--- src/rtl/stt_pkg.sv ---
// Shared types, token kind codes and byte classifiers for the tokenizer.
// No dependencies.
`timescale 1ns / 1ps

package stt_pkg;

   localparam logic [3:0] KIND_NUMBER    = 4'd0;
   localparam logic [3:0] KIND_PRINT     = 4'd1;
   localparam logic [3:0] KIND_SEPARATOR = 4'd2;
   localparam logic [3:0] KIND_IDENT     = 4'd3;
   localparam logic [3:0] KIND_OPERATOR  = 4'd4;
   localparam logic [3:0] KIND_STRING    = 4'd5;
   localparam logic [3:0] KIND_EXIT      = 4'd6;
   localparam logic [3:0] KIND_FUNC      = 4'd7;
   localparam logic [3:0] KIND_END       = 4'd8;

   localparam logic [7:0] CHAR_QUOTE     = 8'h22;
   localparam logic [7:0] CHAR_BACKSLASH = 8'h5c;
   localparam logic [7:0] CHAR_UNDERSCORE = 8'h5f;
   localparam logic [7:0] CHAR_NUL       = 8'h00;

   localparam logic [2:0] KW_ALL = 3'b111;

   typedef enum logic [3:0] {
      MODE_IDLE   = 4'b0001,
      MODE_NUMBER = 4'b0010,
      MODE_WORD   = 4'b0100,
      MODE_STRING = 4'b1000
   } mode_type;

   typedef struct packed {
      logic [3:0]  kind;
      logic [15:0] start;
      logic [15:0] length;
      logic [7:0]  symbol;
   } token_type;

   // tokens from one byte: first, and second when two is set
   typedef struct packed {
      logic      two;
      token_type first;
      token_type second;
   } pair_type;

   function automatic logic is_digit(logic [7:0] c);
      return (c >= "0") && (c <= "9");
   endfunction

   function automatic logic is_alpha(logic [7:0] c);
      return ((c >= "a") && (c <= "z")) || ((c >= "A") && (c <= "Z"));
   endfunction

   function automatic logic is_separator(logic [7:0] c);
      return (c == ";") || (c == "(") || (c == ")");
   endfunction

   function automatic logic is_operator(logic [7:0] c);
      return (c == "+") || (c == "-") || (c == "*") || (c == "/") || (c == "%") ||
             (c == "=") || (c == "&") || (c == "|") || (c == "<") || (c == ">") ||
             (c == "!");
   endfunction

   // bit 0 exit, bit 1 println, bit 2 func: keyword has c at index idx
   function automatic logic [2:0] kw_match(logic [2:0] idx, logic [7:0] c);
      logic [7:0] e;
      logic [7:0] p;
      logic [7:0] f;
      e = 8'h00;
      p = 8'h00;
      f = 8'h00;
      case (idx)
         3'd0: begin e = "e"; p = "p"; f = "f"; end
         3'd1: begin e = "x"; p = "r"; f = "u"; end
         3'd2: begin e = "i"; p = "i"; f = "n"; end
         3'd3: begin e = "t"; p = "n"; f = "c"; end
         3'd4: p = "t";
         3'd5: p = "l";
         3'd6: p = "n";
         default: ;
      endcase
      return {(f != 8'h00) && (f == c), (p != 8'h00) && (p == c),
              (e != 8'h00) && (e == c)};
   endfunction

endpackage

--- src/rtl/source_text_tokenizer.sv ---
// Source text tokenizer, top level.
// Input side: push a byte with req_push while req_full is low; a zero byte
// ends the text, flushes any pending token and adds an end token.
// Result side: while rsp_empty is low the oldest token is on the rsp_ ports;
// rsp_pop transfers it. rsp_last_of_run marks the last token of one byte.
// A byte is taken every cycle while the pair queue has room; each byte gives
// zero, one or two tokens. A token passes the pair queue, then the output
// register; tokens leave at one per cycle while rsp_pop is high.
// The front end updates its scan state in the cycle the byte is taken, so
// back-to-back bytes never wait on each other; a byte that yields two tokens
// holds the result register for two transfers.
// When the receiver stalls, tokens collect in a QUEUE_DEPTH-entry pair queue
// plus the output register; req_full rises once the queue is full.
// Reset clears the scan state, the position count and the queue, and drops
// any result not yet transferred.
// Depends on stt_pkg, stt_front, stt_queue and stt_back.
`timescale 1ns / 1ps

module source_text_tokenizer import stt_pkg::*; #(
   parameter int POSITION_BITS = 16,
   parameter int QUEUE_DEPTH   = 4
) (
   input  logic        clock,
   input  logic        reset,
   input  logic        req_push,
   output logic        req_full,
   input  logic [7:0]  req_character,
   output logic        rsp_empty,
   input  logic        rsp_pop,
   output logic [3:0]  rsp_token_kind,
   output logic [15:0] rsp_token_start,
   output logic [15:0] rsp_token_length,
   output logic [7:0]  rsp_symbol,
   output logic        rsp_last_of_run
);

   logic     wr_en;
   pair_type wr_pair;
   logic     q_full, q_nonempty, q_rd;
   pair_type q_pair;

   assign req_full = q_full;

   stt_front #(
      .POSITION_BITS(POSITION_BITS)
   ) u_front (
      .clock        (clock),
      .reset        (reset),
      .req_push     (req_push),
      .req_full     (q_full),
      .req_character(req_character),
      .wr_en        (wr_en),
      .wr_pair      (wr_pair)
   );

   stt_queue #(
      .DEPTH(QUEUE_DEPTH)
   ) u_queue (
      .clock   (clock),
      .reset   (reset),
      .wr_en   (wr_en),
      .wr_pair (wr_pair),
      .full    (q_full),
      .nonempty(q_nonempty),
      .rd_en   (q_rd),
      .rd_pair (q_pair)
   );

   stt_back u_back (
      .clock           (clock),
      .reset           (reset),
      .q_nonempty      (q_nonempty),
      .q_pair          (q_pair),
      .q_rd            (q_rd),
      .rsp_empty       (rsp_empty),
      .rsp_pop         (rsp_pop),
      .rsp_token_kind  (rsp_token_kind),
      .rsp_token_start (rsp_token_start),
      .rsp_token_length(rsp_token_length),
      .rsp_symbol      (rsp_symbol),
      .rsp_last_of_run (rsp_last_of_run)
   );

endmodule

--- src/rtl/stt_front.sv ---
// Front end: takes source bytes, keeps the scan state, builds token pairs.
// Depends on stt_pkg.
`timescale 1ns / 1ps

module stt_front import stt_pkg::*; #(
   parameter int POSITION_BITS = 16
) (
   input  logic       clock,
   input  logic       reset,
   input  logic       req_push,
   input  logic       req_full,
   input  logic [7:0] req_character,
   output logic       wr_en,
   output pair_type   wr_pair
);

   localparam int PB = POSITION_BITS;

   mode_type          mode_ff, mode_in;
   logic [PB-1:0]     start_ff, start_in;
   logic [PB-1:0]     len_ff, len_in;
   logic [PB-1:0]     pos_ff, pos_in;
   logic [2:0]        flags_ff, flags_in;
   logic              bs_ff, bs_in;

   logic [7:0]        c;
   logic              accept;
   logic              digit, alpha, word_ch, quote, is_nul;
   logic              taken, flush_fire, new_fire;
   logic [PB-1:0]     pos_inc, len_inc;
   logic [2:0]        kw_now;
   token_type         flush_tok, new_tok;

   function automatic logic [15:0] to16(logic [PB-1:0] v);
      logic [31:0] w;
      w = 32'(v);
      return w[15:0];
   endfunction

   assign c       = req_character;
   assign accept  = req_push && !req_full;
   assign digit   = is_digit(c);
   assign alpha   = is_alpha(c);
   assign word_ch = digit || alpha || (c == CHAR_UNDERSCORE);
   assign quote   = (c == CHAR_QUOTE);
   assign is_nul  = (c == CHAR_NUL);
   assign pos_inc = (pos_ff == '1) ? pos_ff : pos_ff + PB'(1);
   assign len_inc = (len_ff == '1) ? len_ff : len_ff + PB'(1);
   assign kw_now  = (len_ff[PB-1:3] == '0) ? kw_match(len_ff[2:0], c) : 3'b000;

   always_comb begin
      taken = !is_nul && (((mode_ff == MODE_NUMBER) && digit) ||
                          ((mode_ff == MODE_WORD) && word_ch) ||
                          ((mode_ff == MODE_STRING) && !(quote && !bs_ff)));
      flush_fire = (mode_ff != MODE_IDLE) &&
                   (is_nul || ((mode_ff == MODE_NUMBER) && !digit) ||
                    ((mode_ff == MODE_WORD) && !word_ch) ||
                    ((mode_ff == MODE_STRING) && quote && !bs_ff));
      if ((mode_ff == MODE_STRING) && quote && !bs_ff) begin
         taken = 1'b1;
      end
      new_fire = is_nul || (!taken && (is_separator(c) || is_operator(c)));
   end

   always_comb begin
      flush_tok.start  = to16(start_ff);
      flush_tok.length = to16(len_ff);
      flush_tok.symbol = 8'h00;
      case (mode_ff)
         MODE_NUMBER: flush_tok.kind = KIND_NUMBER;
         MODE_STRING: flush_tok.kind = KIND_STRING;
         MODE_WORD: begin
            if (flags_ff[0] && (len_ff == PB'(4))) begin
               flush_tok.kind = KIND_EXIT;
            end else if (flags_ff[1] && (len_ff == PB'(7))) begin
               flush_tok.kind = KIND_PRINT;
            end else if (flags_ff[2] && (len_ff == PB'(4))) begin
               flush_tok.kind = KIND_FUNC;
            end else begin
               flush_tok.kind = KIND_IDENT;
            end
         end
         default: flush_tok.kind = KIND_IDENT;
      endcase

      new_tok.start = to16(pos_ff);
      if (is_nul) begin
         new_tok.kind   = KIND_END;
         new_tok.length = 16'd0;
         new_tok.symbol = 8'h00;
      end else begin
         new_tok.kind   = is_separator(c) ? KIND_SEPARATOR : KIND_OPERATOR;
         new_tok.length = 16'd1;
         new_tok.symbol = c;
      end

      wr_en = accept && (flush_fire || new_fire);
      if (flush_fire) begin
         wr_pair.two    = new_fire;
         wr_pair.first  = flush_tok;
         wr_pair.second = new_tok;
      end else begin
         wr_pair.two    = 1'b0;
         wr_pair.first  = new_tok;
         wr_pair.second = new_tok;
      end
   end

   always_comb begin
      mode_in  = mode_ff;
      start_in = start_ff;
      len_in   = len_ff;
      pos_in   = pos_inc;
      flags_in = flags_ff;
      bs_in    = bs_ff;
      if (is_nul) begin
         mode_in  = MODE_IDLE;
         start_in = '0;
         len_in   = '0;
         pos_in   = '0;
         flags_in = KW_ALL;
         bs_in    = 1'b0;
      end else begin
         if (taken && !flush_fire) begin
            len_in = len_inc;
            if (mode_ff == MODE_WORD) begin
               flags_in = flags_ff & kw_now;
            end
            if (mode_ff == MODE_STRING) begin
               bs_in = (c == CHAR_BACKSLASH) && !bs_ff;
            end
         end
         if (flush_fire) begin
            mode_in  = MODE_IDLE;
            start_in = '0;
            len_in   = '0;
            flags_in = KW_ALL;
            bs_in    = 1'b0;
         end
         if (!taken) begin
            if (is_separator(c)) begin
               // emitted directly, no state change
            end else if (digit) begin
               mode_in  = MODE_NUMBER;
               start_in = pos_ff;
               len_in   = PB'(1);
            end else if (alpha) begin
               mode_in  = MODE_WORD;
               start_in = pos_ff;
               len_in   = PB'(1);
               flags_in = kw_match(3'd0, c);
            end else if (quote) begin
               mode_in  = MODE_STRING;
               start_in = pos_inc;
               len_in   = '0;
               bs_in    = 1'b0;
            end
         end
      end
   end

   always_ff @(posedge clock) begin
      if (reset) begin
         mode_ff  <= MODE_IDLE;
         start_ff <= '0;
         len_ff   <= '0;
         pos_ff   <= '0;
         flags_ff <= KW_ALL;
         bs_ff    <= 1'b0;
      end else if (accept) begin
         mode_ff  <= mode_in;
         start_ff <= start_in;
         len_ff   <= len_in;
         pos_ff   <= pos_in;
         flags_ff <= flags_in;
         bs_ff    <= bs_in;
      end
   end

endmodule

--- src/rtl/stt_queue.sv ---
// Short queue of token pairs between front and back end.
// Depends on stt_pkg.
`timescale 1ns / 1ps

module stt_queue import stt_pkg::*; #(
   parameter int DEPTH = 4
) (
   input  logic     clock,
   input  logic     reset,
   input  logic     wr_en,
   input  pair_type wr_pair,
   output logic     full,
   output logic     nonempty,
   input  logic     rd_en,
   output pair_type rd_pair
);

   localparam int PW = (DEPTH > 1) ? $clog2(DEPTH) : 1;
   localparam int CW = $clog2(DEPTH + 1);

   pair_type        entry_ff [DEPTH];
   logic [PW-1:0]   wr_ptr_ff, wr_ptr_in;
   logic [PW-1:0]   rd_ptr_ff, rd_ptr_in;
   logic [CW-1:0]   count_ff, count_in;
   logic            do_wr, do_rd;

   assign full     = (count_ff == CW'(DEPTH));
   assign nonempty = (count_ff != '0);
   assign do_wr    = wr_en && !full;
   assign do_rd    = rd_en && nonempty;
   assign rd_pair  = entry_ff[rd_ptr_ff];

   always_comb begin
      wr_ptr_in = wr_ptr_ff;
      rd_ptr_in = rd_ptr_ff;
      count_in  = count_ff;
      if (do_wr) begin
         wr_ptr_in = (wr_ptr_ff == PW'(DEPTH - 1)) ? '0 : wr_ptr_ff + PW'(1);
      end
      if (do_rd) begin
         rd_ptr_in = (rd_ptr_ff == PW'(DEPTH - 1)) ? '0 : rd_ptr_ff + PW'(1);
      end
      if (do_wr && !do_rd) begin
         count_in = count_ff + CW'(1);
      end else if (do_rd && !do_wr) begin
         count_in = count_ff - CW'(1);
      end
   end

   always_ff @(posedge clock) begin
      if (reset) begin
         wr_ptr_ff <= '0;
         rd_ptr_ff <= '0;
         count_ff  <= '0;
      end else begin
         wr_ptr_ff <= wr_ptr_in;
         rd_ptr_ff <= rd_ptr_in;
         count_ff  <= count_in;
      end
   end

   always_ff @(posedge clock) begin
      if (do_wr) begin
         entry_ff[wr_ptr_ff] <= wr_pair;
      end
   end

endmodule

--- src/rtl/stt_back.sv ---
// Back end: output register that hands out the tokens of a pair one per transfer.
// Depends on stt_pkg.
`timescale 1ns / 1ps

module stt_back import stt_pkg::*; (
   input  logic        clock,
   input  logic        reset,
   input  logic        q_nonempty,
   input  pair_type    q_pair,
   output logic        q_rd,
   output logic        rsp_empty,
   input  logic        rsp_pop,
   output logic [3:0]  rsp_token_kind,
   output logic [15:0] rsp_token_start,
   output logic [15:0] rsp_token_length,
   output logic [7:0]  rsp_symbol,
   output logic        rsp_last_of_run
);

   pair_type   hold_ff;
   logic       valid_ff, valid_in;
   logic       sel_ff, sel_in;
   logic       last_now, xfer, load;
   token_type  tok;

   assign last_now = sel_ff || !hold_ff.two;
   assign xfer     = rsp_pop && valid_ff;
   assign load     = q_nonempty && (!valid_ff || (xfer && last_now));
   assign q_rd     = load;
   assign tok      = sel_ff ? hold_ff.second : hold_ff.first;

   assign rsp_empty        = !valid_ff;
   assign rsp_token_kind   = tok.kind;
   assign rsp_token_start  = tok.start;
   assign rsp_token_length = tok.length;
   assign rsp_symbol       = tok.symbol;
   assign rsp_last_of_run  = last_now;

   always_comb begin
      valid_in = valid_ff;
      sel_in   = sel_ff;
      if (load) begin
         valid_in = 1'b1;
         sel_in   = 1'b0;
      end else if (xfer && last_now) begin
         valid_in = 1'b0;
         sel_in   = 1'b0;
      end else if (xfer) begin
         sel_in = 1'b1;
      end
   end

   always_ff @(posedge clock) begin
      if (reset) begin
         valid_ff <= 1'b0;
         sel_ff   <= 1'b0;
      end else begin
         valid_ff <= valid_in;
         sel_ff   <= sel_in;
      end
   end

   always_ff @(posedge clock) begin
      if (load) begin
         hold_ff <= q_pair;
      end
   end

endmodule

--- config.mk ---
export PLATFORM = sky130hd
export DESIGN_NAME = source_text_tokenizer
export DESIGN_NICKNAME = d
export VERILOG_FILES = /design/src/rtl/stt_pkg.sv /design/src/rtl/source_text_tokenizer.sv /design/src/rtl/stt_front.sv /design/src/rtl/stt_queue.sv /design/src/rtl/stt_back.sv
export SDC_FILE = /design/constraint.sdc
export NUM_CORES = 1
export LEC_CHECK = 0
export BUFFER_PORTS_ARGS = -buffer_cell sky130_fd_sc_hd__buf_2
export CORE_ASPECT_RATIO = 2
export CORE_MARGIN = 10
export CORE_UTILIZATION = 60
export DETAILED_ROUTE_END_ITERATION = 10
export HOLD_SLACK_MARGIN = 0.1
export PLACE_DENSITY = 0.84
export SLEW_MARGIN = 25
export SYNTH_ARGS = -nofsm -noshare
export SYNTH_HDL_FRONTEND = slang
export SYNTH_HIERARCHICAL = 1
export SYNTH_SLANG_ARGS = --single-unit
--- constraint.sdc ---
create_clock -name clock -period 14.35 [get_ports clock]
set_input_delay 0 -clock clock [delete_from_list [all_inputs] [get_ports clock]]
set_output_delay 0 -clock clock [all_outputs]
set_load 0.005 [all_outputs]
==> results.toml <==
[sta]
slew_headroom_pct = 32.0
fin_skew_ns = 0.0196
rsz0062_at_grt = "no"
hold_viol = 0
max_slew.worst_pin.slew_ns = 1.02
tns_ns = 0
drv_slew = 0
setup_viol = 0
fin_crit_sh_pct = 29.9
fmax_mhz = 233
period_minus_slack_ns = 4.29

[synthesis]
synth.avg_cell_area_um2 = 16.3
yosys.area.top_type = "edfxtp_1"
yosysSeqAreaShare_pct = 69.0
synth_top_area_share_pct = 62.7
yosys_most_used_dff = "edfxtp_1"
async_flop_share_pct = 0
synth-seq-cells = 512
yosysUniqueCellTypes = 87
synth_area_um2 = 21300
ys_top_cells_by_area = "edfxtp_1 (63%), mux4_2 (9.4%), dfxtp_1 (6.3%)"
yosysWarnings = 6
synth_cells = 1305
synth_edf_count = 445
synth_most_common_cell = "edfxtp_1"
synth_common_cells = "edfxtp_1 (445), mux4_2 (89), nand2_1 (88), nor2_1 (70), dfxtp_1 (67)"

[drt]
wl_per_cell_um = 25.1
routed_wl_mm = 45.9
via_count = 11800
ant_nets = 0
vias_per_cell = 6.47
drc = 0
dr.pass1.iters = 6
initialDrtViolationCount = 1069

[die]
start_util_pct = 60.7
die_width_um = 153
core_area_um2 = 35100
die_height_um = 286
die-area_um2 = 43900
rows = 97
io_pins = 59

[critical_path]
cp_cell_sequence = "dlygate4sd3_1 > buf_2 > nor4_1 > nand3_2 > inv_2 > a21oi_1 > o221ai_2 > buf_4 > nand2_1 > a21oi_1 > and3_4 > buf_4"
worst-endpoint-required_ns = 14.53
r2r_cells = 7
crit_family = "buffers and inverters"
path_max_fanout = 48
critPathBufInv = 5
arrival_ns = 4.47
critPathLaunchType = "input port"
max_stage_delay_ns = 0.77
cpMaxStageDelayCell = "and3_4"
endpoint_kind = "flip-flop"
path_depth = 12
path_class = "input port to flip-flop"

[final_layout]
finish.net_count = 1378
n_antenna_cell = 0
drive_gt1_share_pct = 22.5
area_growth_pct = 9.55
fin_util_pct = 66.5
fillers = 2227

[worst_hold_path]
hp-class = "input port to flip-flop"
hold_depth = 5

[global_routing]
grtUsageTotal_pct = 20.7
grt_overflow = 0
antenna_found_initial = 0
grt_pass1_wl_mm = 71.5
grt_max_degree = 73
grt_pass1_vias = 12200

[clock_tree]
root_buffer = "clkbuf_16"
clkTransAtPathRegs_ns = 0.07
cts_max_level = 2
clock_sinks = 512
clock_latency_ns = 0.56
cts_tree = "built"
clk_path_buf_depth = 3
numCtsBuffers = 41

[place]
gp_congestion = 0.976
io_buffers = 58
dp_hpwl_mm = 27.3

[power]
peakVddDrop_mv = 0.0806
p_leak_nw = 7.51
pwr_density_cell_nw_per_um2 = 129

[status]
outcome = "finished clean"

[run]
drv_cap = 0
-- final timing paths --
check,slack (ns),end,startpoint
worst min-delay path,0.12,u_front/mode_ff[2]$_SDFFE_PP0P_,req_push
worst max-delay path,10.06,u_queue/entry_ff[3][0]$_DFFE_PP_,req_character[4]
worst max register to register,10.31,u_queue/entry_ff[3][0]$_DFFE_PP_,u_front/mode_ff[2]$_SDFFE_PP0P_
worst min register to register,0.47,u_front/start_ff[1]$_SDFFE_PP0P_,u_front/start_ff[1]$_SDFFE_PP0P_
-- final cells by class --
cell class / count / area (um2) / area share [%]
well taps: 445 / 557 / 2.39
inverters: 20 / 76.3 / 0.327
clock inverters: 28 / 337 / 1.44
repair buffers: 86 / 558 / 2.39
multi-input cells: 692 / 6030 / 25.9
flip-flops and latches: 512 / 14700 / 63.1
clock buffers: 46 / 1050 / 4.52
-- flip-flops by register name, summed over array words and instances (netlist names), 3 cells and up, named ones only --
signal	flops
u_back/hold_ff	89
u_front/flags_ff	3
u_front/len_ff	16
u_front/mode_ff	4
u_front/pos_ff	16
u_front/start_ff	16
u_queue/count_ff	3
u_queue/entry_ff	356
-- layout by cell type, fill, tap and decap left out, types with 12 or more instances in the layout --
cell and n:
a21oi_1 44, and3_1 18, buf_2 58, buf_4 16, clkbuf_16 41, conb_1 16
dfxtp_1 64, edfxtp_1 445, ha_1 12, inv_1 17, mux2_4 39, mux4_2 89
nand2_1 88, nand3_1 20, nor2_1 70, nor3_1 32, nor4_1 12, o21ai_0 43
o31ai_1 13, or3_1 12, xnor2_1 15
-- worst register-to-register path: stages (launching register included) --
cell      delay [ns]
dfxtp_1         0.46
or4b_2          0.65
o221ai_2        0.20
buf_4           0.27
nand2_1         0.11
a21oi_1         0.43
and3_4          0.77
buf_4           0.72
-- layer usage --
layer  up-vias  share of wire [%]  GRT usage (%)  wire length, um
met5         -                  0              0                0
met3       157                5.7           2.95             2640
met4         0                5.0           11.0             2280
li1       5176                  -              -                -
met2       548                 54           37.2            24800
met1      5958                 35           23.3            16200
-- where the power goes --
| group | total, mW | internal, mW | switching [mW] |
|---|---|---|---|
| combinational | 0.163 | 0.0670 | 0.0960 |
| clock | 1.17 | 0.649 | 0.523 |
| sequential | 1.66 | 1.65 | 0.0171 |
-- kinds of logic (layout without fill, tap and decap cells) --
logic type                 after synthesis  in the layout  share of synthesized area [%]
adders and majority gates               13             13                          0.799
DFF                                    512            512                           69.0
and+or+nand+nor                        320            320                           7.75
AOI/OAI and AO/OA                      189            189                           6.06
xor gates and xnor gates                17             17                          0.699
other                                    1             16                         0.0176
muxes                                  137            137                           12.6
buffers and inverters                  116            180                           3.01
-- per-stage QoR --
step / setup WS [ns] / power, mW / instances / area [um2] / hold slack (ns)
after floorplan: 7.69 / 1.81 / 1320 / 21400 / 0.0724
after global placement: 10.24 / 1.85 / 1743 / 21800 / 0.367
after detailed placement: 10.14 / 1.85 / 1744 / 21800 / 0.383
after CTS: 10.17 / 3.01 / 1828 / 23300 / 0.104
after global routing: 9.75 / 3.08 / 1829 / 23300 / 0.143
final: 10.06 / 3.00 / 1829 / 23300 / 0.121
-- timing repair --
item	CTS	global route
gates resized for setup	0	0
hold endpoints to repair	83	0
hold buffers	10	0
buffers inserted	0	0
setup endpoints to repair	0	0
Note: power is estimated with default switching activity, not from simulation.
